===== src/rtl/spmu_pkg.sv =====
package spmu_pkg;

  localparam int FRAC_BITS_DEF    = 16;
  localparam int CORDIC_STEPS_DEF = 16;
  localparam int ANG_BITS         = 30;
  localparam int TRIG_BITS        = 26;
  localparam int TABLE_LEN        = 24;
  localparam int ZW               = 42;
  localparam int CW               = 32;
  localparam int MW               = 38;

  localparam logic [16:0] DECAY_RESET = 17'd62915;
  localparam logic signed [ZW-1:0] INV_GAIN = 42'sd652032874;
  localparam logic signed [ZW-1:0] PI_Q30 = 42'sd3373259426;
  localparam logic signed [ZW-1:0] HALF_PI_Q30 = 42'sd1686629713;
  localparam logic signed [MW-1:0] MID_LIMIT = 38'sd68719476735;

  typedef logic signed [31:0] s32_t;

  typedef struct packed {
    logic signed [ZW-1:0] cx;
    logic signed [ZW-1:0] cy;
    logic signed [ZW-1:0] z;
    logic                 neg;
  } cordic_t;

  typedef struct packed {
    logic signed [MW-1:0] px;
    logic signed [MW-1:0] py;
    logic signed [MW-1:0] vx;
    logic signed [MW-1:0] vy;
    s32_t                 dx;
    s32_t                 dy;
  } vec_t;

  function automatic logic signed [ZW-1:0] atan_q30(input int i);
    logic signed [ZW-1:0] t [TABLE_LEN];
    t = '{42'sh3243F6A8, 42'sh1DAC6705, 42'sh0FADBAFC, 42'sh07F56EA6, 42'sh03FEAB76,
          42'sh01FFD55B, 42'sh00FFFAAA, 42'sh007FFF55, 42'sh003FFFEA, 42'sh001FFFFD,
          42'sh000FFFFF, 42'sh0007FFFF, 42'sh0003FFFF, 42'sh0001FFFF, 42'sh0000FFFF,
          42'sh00007FFF, 42'sh00003FFF, 42'sh00001FFF, 42'sh00000FFF, 42'sh000007FF,
          42'sh000003FF, 42'sh000001FF, 42'sh000000FF, 42'sh0000007F};
    return t[i];
  endfunction

  function automatic logic signed [MW-1:0] clamp_mid(input logic signed [63:0] v);
    if (v > 64'(MID_LIMIT)) return MID_LIMIT;
    if (v < -64'(MID_LIMIT)) return -MID_LIMIT;
    return v[MW-1:0];
  endfunction

  function automatic s32_t sat32(input logic signed [63:0] v);
    if (v > 64'sd2147483647) return 32'sh7FFFFFFF;
    if (v < -64'sd2147483648) return 32'sh80000000;
    return v[31:0];
  endfunction

endpackage


===== src/rtl/spmu_cordic_cell.sv =====
module spmu_cordic_cell #(
  parameter int STEP = 0
) (
  input  logic              clk,
  input  logic              en,
  input  spmu_pkg::cordic_t c_in,
  input  spmu_pkg::vec_t    v_in,
  output spmu_pkg::cordic_t c_out,
  output spmu_pkg::vec_t    v_out
);
  import spmu_pkg::*;

  cordic_t c_nxt;
  cordic_t c_r;
  vec_t    v_r;

  always_comb begin
    c_nxt = c_in;
    if (c_in.z >= 0) begin
      c_nxt.cx = c_in.cx - (c_in.cy >>> STEP);
      c_nxt.cy = c_in.cy + (c_in.cx >>> STEP);
      c_nxt.z  = c_in.z - atan_q30(STEP);
    end else begin
      c_nxt.cx = c_in.cx + (c_in.cy >>> STEP);
      c_nxt.cy = c_in.cy - (c_in.cx >>> STEP);
      c_nxt.z  = c_in.z + atan_q30(STEP);
    end
  end

  always_ff @(posedge clk) begin
    if (en) begin
      c_r <= c_nxt;
      v_r <= v_in;
    end
  end

  assign c_out = c_r;
  assign v_out = v_r;
endmodule


===== config.mk =====
export PLATFORM = sky130hd
export DESIGN_NAME = spmu_cordic_cell
export DESIGN_NICKNAME = d
export VERILOG_FILES = /design/src/rtl/spmu_pkg.sv /design/src/rtl/spmu_cordic_cell.sv
export SDC_FILE = /design/constraint.sdc
export NUM_CORES = 1
export LEC_CHECK = 0
export ABC_CLOCK_PERIOD_IN_PS = 10400
export BUFFER_PORTS_ARGS = -buffer_cell sky130_fd_sc_hd__buf_4
export CAP_MARGIN = 0
export CORE_AREA = 2 2 267 269
export DETAILED_ROUTE_END_ITERATION = 8
export DIE_AREA = 0 0 269 271
export MAX_ROUTING_LAYER = met4
export SLEW_MARGIN = 20
export SYNTH_ARGS = -nofsm -noshare
export SYNTH_HDL_FRONTEND = slang
export SYNTH_SLANG_ARGS = --single-unit

===== constraint.sdc =====
create_clock -name clk -period 10.4 [get_ports clk]
set_input_delay 0.52 -clock clk [delete_from_list [all_inputs] [get_ports clk]]
set_output_delay 0.52 -clock clk [all_outputs]
set_load 0.005 [all_outputs]

-- After elaboration in Yosys (flattened, before gate mapping)
Cells that the tools add are included.
- bits in writable memories: 0
- register bits after elaboration: 343
- bits in latches: 0
- memories kept: 0
- word-level logic and storage cells: 17
- bits in read-only memories: 0
- muxes and demuxes: 1
- reductions and logical operators: 0
- div/mod/pow operators: 0
- bitwise operators: 0
- equality and inequality tests: 0
- order comparisons: 1
- shifts and indexed selects: 0
- multipliers: 0
- add/sub/neg operators: 5
- operators by type and width (cell ; number):
    $mux 126 ; 1
    $sub 42x42->42 ; 2
    $add 42x31->42 const B ; 1
    $add 42x42->42 ; 1
    $ge 42x1->1 const B ; 1
    $sub 42x31->42 const B ; 1

-- Depth between registers and ports, before layout
Gate-level depths: netlist of run 1.
- depth in word-level cells: 2
- mapped depth: 22

-- Worst setup path after synthesis of run 1
OpenSTA, ideal clock, no wires.
- kind: in2reg
- from: input c_in[42] (netlist bit)
- to: register c_r, in the netlist c_out[27], data pin
- arrival: 4937 ps
- stages on the path: 20
- data required time: 10140 ps
- slack: 5203 ps
- path through: inv_1 > ha_1 > nor4b_1 > nand4_1 > nor3_1 > nand2b_1 > clkbuf_1 > clkbuf_1 > buf_1 > ha_1 > and3_1 > a2111oi_2 > a211oi_1 > a31oi_1 > inv_1 > nor2_1 > o21bai_1 > a221o_1 > a21oi_1 > xnor2_1
- RTL lines (what ; RTL line ; text):
    from (decl) ; spmu_cordic_cell.sv:6 ; input spmu_pkg::cordic_t c_in,
    to (signal assigned) ; spmu_cordic_cell.sv:32 ; c_r <= c_nxt;
    to (decl) ; spmu_cordic_cell.sv:14 ; cordic_t c_r;

==> results of run 1 <==
worst paths after layout:
check,start,endpoint,slack (ps),cells after the start
worst max-delay path,c_in[37],c_out[40],5450,16
worst min-delay path,v_in[167],v_out[167],120,1
state kept, by name, indices dropped and copies added, names as in the netlist:
| name | count |
|---|---|
| c_out | 126 |
| v_out | 216 |
metrics by stage:
stage                util  area, um^2  total power [W]  hold WS, ps  cells
finish              0.388       27100          0.00437          116   3429
global route        0.388       27100          0.00455         87.3   3426
CTS                 0.388       27000          0.00441         76.7   3405
detailed placement  0.368       25700          0.00288          699   3330
global placement    0.368       25700          0.00289          698   3330
floorplan               -       19500          0.00225          619   1761
logic make-up (layout without fill, tap and decap cells):
logic type / Yosys count / after routing
adder cells (fa/ha/maj): 165 / 165
AO/OA/AOI/OAI: 548 / 548
buffers and inverters: 208 / 912
flip-flops: 342 / 342
XOR/XNOR: 117 / 117
AND/OR/NAND/NOR: 364 / 364
multiplexers: 17 / 17
other: 0 / 24
metal layers:
metal | global-route usage | vias to the layer above
met2 | 0.375 | 795
met4 | 0.107 | 0
li1 | - | 7896
met3 | 0.0674 | 140
met5 | - | -
met1 | 0.290 | 8515
area by class of cell:
type / count / area [um^2] / share of cell area
well taps: 940 / 1180 / 0.0434
inverters: 143 / 537 / 0.0198
flip-flops and latches: 342 / 10300 / 0.379
multi-input cells: 1211 / 8450 / 0.312
diodes: 24 / 60.1 / 0.00222
clock inverters: 25 / 302 / 0.0111
repair buffers: 694 / 5230 / 0.193
clock buffers: 50 / 1080 / 0.0399
power by group:
| group | internal, W | leakage [nW] | switching [W] |
|---|---|---|---|
| Combinational | 0.000482 | 7.57 | 0.000595 |
| Clock | 0.000874 | 0.659 | 0.000627 |
| Sequential | 0.00171 | 3.35 | 0.0000752 |
| Total | 0.00307 | 11.6 | 0.00130 |
cells in the final DEF, fill, tap and decap left out, types with 13 or more instances in the layout:
cell type    n
a211oi_1    13
a21o_1      54
a21oi_1    212
a31oi_1     16
buf_4      691
clkbuf_16   42
clkinv_1    15
diode_2     24
edfxtp_1   342
ha_1       161
inv_1      135
mux2i_1     17
nand2_1     81
nand3_1     26
nand4_1     32
nor2_1     113
nor3_1      30
nor4_1      18
o211ai_1    16
o21a_1      15
o21ai_0     98
o21bai_1    43
o31ai_1     18
xnor2_1    103
xor2_1      14
==> impl_metrics.json, run 1 <==
{
  "setup_violations": 0,
  "hold_class": "in2reg",
  "drt_iter0_drc": 1491,
  "synth-async-reset-ratio": 0,
  "fillers": 6935,
  "crit_type": "in2reg",
  "row_count": 97,
  "syn_area_mm2": 0.0195,
  "cts_setup_buffers": 0,
  "wl_met2_um": 42000,
  "synth.avg_cell_area_um2": 11.1,
  "grt_max_degree": 138,
  "yosys.area.top_type_share": 0.526,
  "routed_wl_um": 89400,
  "fmax_mhz": 202,
  "yosys.cell_count.top_type": "edfxtp_1",
  "synth_cells": 1761,
  "yosysSeqAreaShare": 0.526,
  "dp_hpwl_um": 72000,
  "period_minus_slack_ps": 4950,
  "drc": 0,
  "cts_root_buffer": "clkbuf_16",
  "crit_required_ps": 10720,
  "status": "complete, no violations",
  "crit_buf_inv": 2,
  "crit_chain": "buf_4 -> nor4_1 -> nand4_1 -> nor3_1 -> nand2b_4 -> buf_4 -> fa_1 -> a211oi_1 -> o211ai_1 -> and3_1 -> o21ai_1 -> a31oi_1 -> a31oi_1 -> or3_1 -> a311oi_1 -> xor2_1",
  "hold_buffers": 0,
  "synth_xor_area_frac": 0.0525,
  "routed.top_layer": "met4",
  "grt_pass1_wl_um": 123000,
  "hold_viol_final": 0,
  "antenna_found_initial": 23,
  "ys_warn_count": 0,
  "power_leakage_nw": 11.6,
  "fin_setup_tns_ps": 0,
  "cts.clk_slew.worst_paths_ps": 60,
  "cts_buffers": 42,
  "postRouteAntennaNets": 0,
  "worstMarginPinSlew_ps": 1130,
  "ys_ff_latch": 342,
  "synthTopCellsByCount": "342 x edfxtp_1, 212 x a21oi_1, 161 x ha_1",
  "yosysTopAreaCell": "edfxtp_1",
  "arrival_ps": 5270,
  "setup_ws_ps": 5450,
  "start_kind": "input port",
  "synthAdderAreaFrac": 0.107,
  "cts_tree": "done",
  "grt_overflow": 0,
  "track_usage": 0.241,
  "vias": 17300,
  "synth_compound_area_frac": 0.174,
  "slew_violations": 0,
  "place_congestion": 0.945,
  "clock_sinks": 342,
  "synth_top_family_by_area": "compound AO/OA/AOI/OAI gates",
  "grt_setup_unrepaired": "false",
  "drive_above_1_share": 0.312,
  "core_area_mm2": 0.0698,
  "finalCritPeriodShare": 0.476,
  "ioPinCount": 688,
  "relSlewSlack": 0.244,
  "syn-num-nets": 2271,
  "synth_cell_types": 67,
  "wl_met3_um": 7450,
  "cp_top_family": "simple AND/OR/NAND/NOR gates",
  "place_worst_setup_slack_ps": 4870,
  "synth_edf_count": 342,
  "io_buffers": 687,
  "yosys.area_share.simple": 0.0899,
  "drt_pass1_iterations": 5,
  "maxCapViolCount": 0,
  "nNetsFinal": 2944,
  "critPathMaxFanout": 84,
  "start_util": 0.280,
  "synth_area_leaders": "edfxtp_1 53%, ha_1 10%, a21oi_1 5.4%, xnor2_1 4.6%, inv_1 2.6%",
  "wl_met1_um": 36300,
  "synth_mux_area_frac": 0.00872,
  "crit_path_top_delay_cell": "buf_4",
  "ys.flop_type": "edfxtp_1",
  "ir_drop_v": 0.0000959,
  "wl_per_cell_um": 26.1,
  "dieArea_mm2": 0.0729,
  "grt_pass1_vias": 17300,
  "area_delta_synth_final_pct": 38.9,
  "die_w_um": 269,
  "postCtsResizedCells": 0,
  "h-tree-depth": 2,
  "slowest_delay_ps": 740,
  "powerDensity_mw_per_mm2": 161,
  "critPathCaptureType": "flop",
  "dieHeight_um": 271,
  "viasPerCell": 5.06,
  "cts_buffer_depth": 3
}
(Power assumes the default switching activity.)
==> run 2, diff against run 1 <==
--- a/config.mk
+++ b/config.mk
@@ -5,12 +5,12 @@
 export SDC_FILE = /design/constraint.sdc
 export NUM_CORES = 1
 export LEC_CHECK = 0
-export ABC_CLOCK_PERIOD_IN_PS = 10400
+export ABC_CLOCK_PERIOD_IN_PS = 4500
 export BUFFER_PORTS_ARGS = -buffer_cell sky130_fd_sc_hd__buf_4
 export CAP_MARGIN = 0
-export CORE_AREA = 2 2 267 269
+export CORE_AREA = 2 2 264 266
 export DETAILED_ROUTE_END_ITERATION = 8
-export DIE_AREA = 0 0 269 271
+export DIE_AREA = 0 0 266 268
 export MAX_ROUTING_LAYER = met4
 export SLEW_MARGIN = 20
 export SYNTH_ARGS = -nofsm -noshare
==> constraint.sdc (replaced) <==
create_clock -name clk -period 4.5 [get_ports clk]
set_input_delay 0.225 -clock clk [delete_from_list [all_inputs] [get_ports clk]]
set_output_delay 0.225 -clock clk [all_outputs]
set_load 0.005 [all_outputs]
==> impl_metrics.json, run 2 (synthesis gave the netlist of run 1 again) <==
{
  "ir_drop_v": 0.000238,
  "start_util": 0.286,
  "critPathMaxFanout": 21,
  "instances_no_fill": 3612,
  "finalCritPeriodShare": 0.946,
  "place_worst_setup_slack_ps": 247,
  "die_w_um": 266,
  "io_buffers": 687,
  "drt_iter0_drc": 1704,
  "cts_root_buffer": "clkbuf_16",
  "setup_violations": 0,
  "row_count": 96,
  "dp_hpwl_um": 71700,
  "slew_violations": 0,
  "crit_chain": "dlygate4sd3_1 -> buf_4 -> nor4_1 -> buf_4 -> nand4_1 -> nor3_1 -> nand2b_4 -> buf_4 -> ha_1 -> o21a_1 -> a21oi_1 -> a211oi_1 -> a31oi_1 -> a21oi_1 -> nor3b_1 -> o21ai_0 -> a31o_2 -> o21ai_0 -> xnor2_1",
  "routed_wl_um": 91600,
  "largest_reg_flops": 216,
  "status": "complete, no violations",
  "drive_above_1_share": 0.295,
  "dieArea_mm2": 0.0713,
  "period_minus_slack_ps": 4260,
  "arrival_ps": 4570,
  "antenna_found_initial": 20,
  "worstMarginPinSlew_ps": 986,
  "cts.clk_slew.worst_paths_ps": 60,
  "final_util": 0.430,
  "h-tree-depth": 2,
  "start_kind": "input port",
  "grt_pass1_wl_um": 127000,
  "core_area_mm2": 0.0682,
  "slowest_delay_ps": 540,
  "track_usage": 0.250,
  "wl_per_cell_um": 25.4,
  "powerDensity_mw_per_mm2": 342,
  "hold_depth": 2,
  "area_delta_synth_final_pct": 50.3,
  "cts_buffers": 42,
  "layout_common_cells": "722 x buf_4, 342 x edfxtp_1, 221 x dlygate4sd3_1",
  "fin_setup_tns_ps": 0,
  "seq_area_mm2": 0.0103,
  "fillers": 6458,
  "final_common_cell": "buf_4",
  "dieHeight_um": 268,
  "viasPerCell": 5.11,
  "clock_sinks": 342,
  "hold_viol_final": 0,
  "cts_setup_buffers": 0,
  "crit_type": "in2reg",
  "grt_overflow": 0,
  "critPathCaptureType": "flop",
  "relSlewSlack": 0.343,
  "hold_class": "in2reg",
  "cts_buffer_depth": 3,
  "fmax_mhz": 235,
  "grt_setup_unrepaired": "false",
  "setup_ws_ps": 241,
  "place_congestion": 0.944,
  "power_w": 0.0100,
  "crit_required_ps": 4810,
  "maxCapViolCount": 0,
  "drc": 0,
  "ioPinCount": 688,
  "crit_path_top_delay_cell": "dlygate4sd3_1",
  "vias": 18500,
  "place_inst": 3304,
  "drt_pass1_iterations": 6,
  "cts_tree": "done",
  "multiInputGateArea_mm2": 0.00845,
  "postRouteAntennaNets": 0,
  "cp_common_cell": "buf_4",
  "nNetsFinal": 3197,
  "power_leakage_nw": 12.6,
  "grt_max_degree": 101,
  "grt_pass1_vias": 18300
}
[run 2: cell types whose count changed in the layout (fill, tap and decap cells not counted), sizes merged]
cell,before,now
inv,140,138
diode,24,18
buf,694,726
bufinv,5,1
clkinvlp,3,4
dlygate4sd3,0,221
clkinv,20,19
[run 2: per-stage QoR]
step / cell area [um^2] / hold slack, ps
floorplan: 19500 / 324
global placement: 25900 / 404
detailed placement: 25900 / 404
CTS: 29300 / 8.60
global route: 29300 / 36.6
finish: 29300 / 47.8
[run 2: timing repair]
item	in CTS	in global routing
hold buffers	221	0
resized for setup	0	0
endpoints found under the setup margin	0	0
hold endpoints to repair	221	0
[run 2: layout make-up]
| class | instances | area share |
|---|---|---|
| clock inverters | 19 | 0.00443 |
| multi-input cells | 1211 | 0.288 |
| diodes | 18 | 0.00154 |
| clock buffers | 50 | 0.0376 |
| repair buffers | 947 | 0.263 |
| inverters | 143 | 0.0183 |
| well taps | 882 | 0.0376 |
| flip-flops and latches | 342 | 0.350 |
[run 2: worst paths after layout]
path | from | endpoint | slack, ps
setup / recovery | c_in[4] | c_out[41] | 240
hold / removal | c_in[5] | c_out[5] | 50
[run 2: layer usage]
| layer | global-route usage | vias up | share of wire |
|---|---|---|---|
| met5 | - | - | 0 |
| met1 | 0.311 | 9072 | 0.42 |
| met4 | 0.0961 | 0 | 0.042 |
| met3 | 0.0556 | 151 | 0.075 |
| met2 | 0.399 | 889 | 0.47 |
| li1 | - | 8358 | - |
[run 2: worst max-delay path, delay by kind of cell]
family	cells	cell delay, ps
AOI/OAI and AO/OA	8	1730
xor gates and xnor gates	1	120
adders and majority gates	1	290
buffers and inverters	4	1200
and+or+nand+nor	5	990
[run 2: where the power goes]
group | total, W | internal (W) | switching, W
sequential | 0.00412 | 0.00396 | 0.000164
combinational | 0.00274 | 0.00127 | 0.00147
clock | 0.00318 | 0.00179 | 0.00139
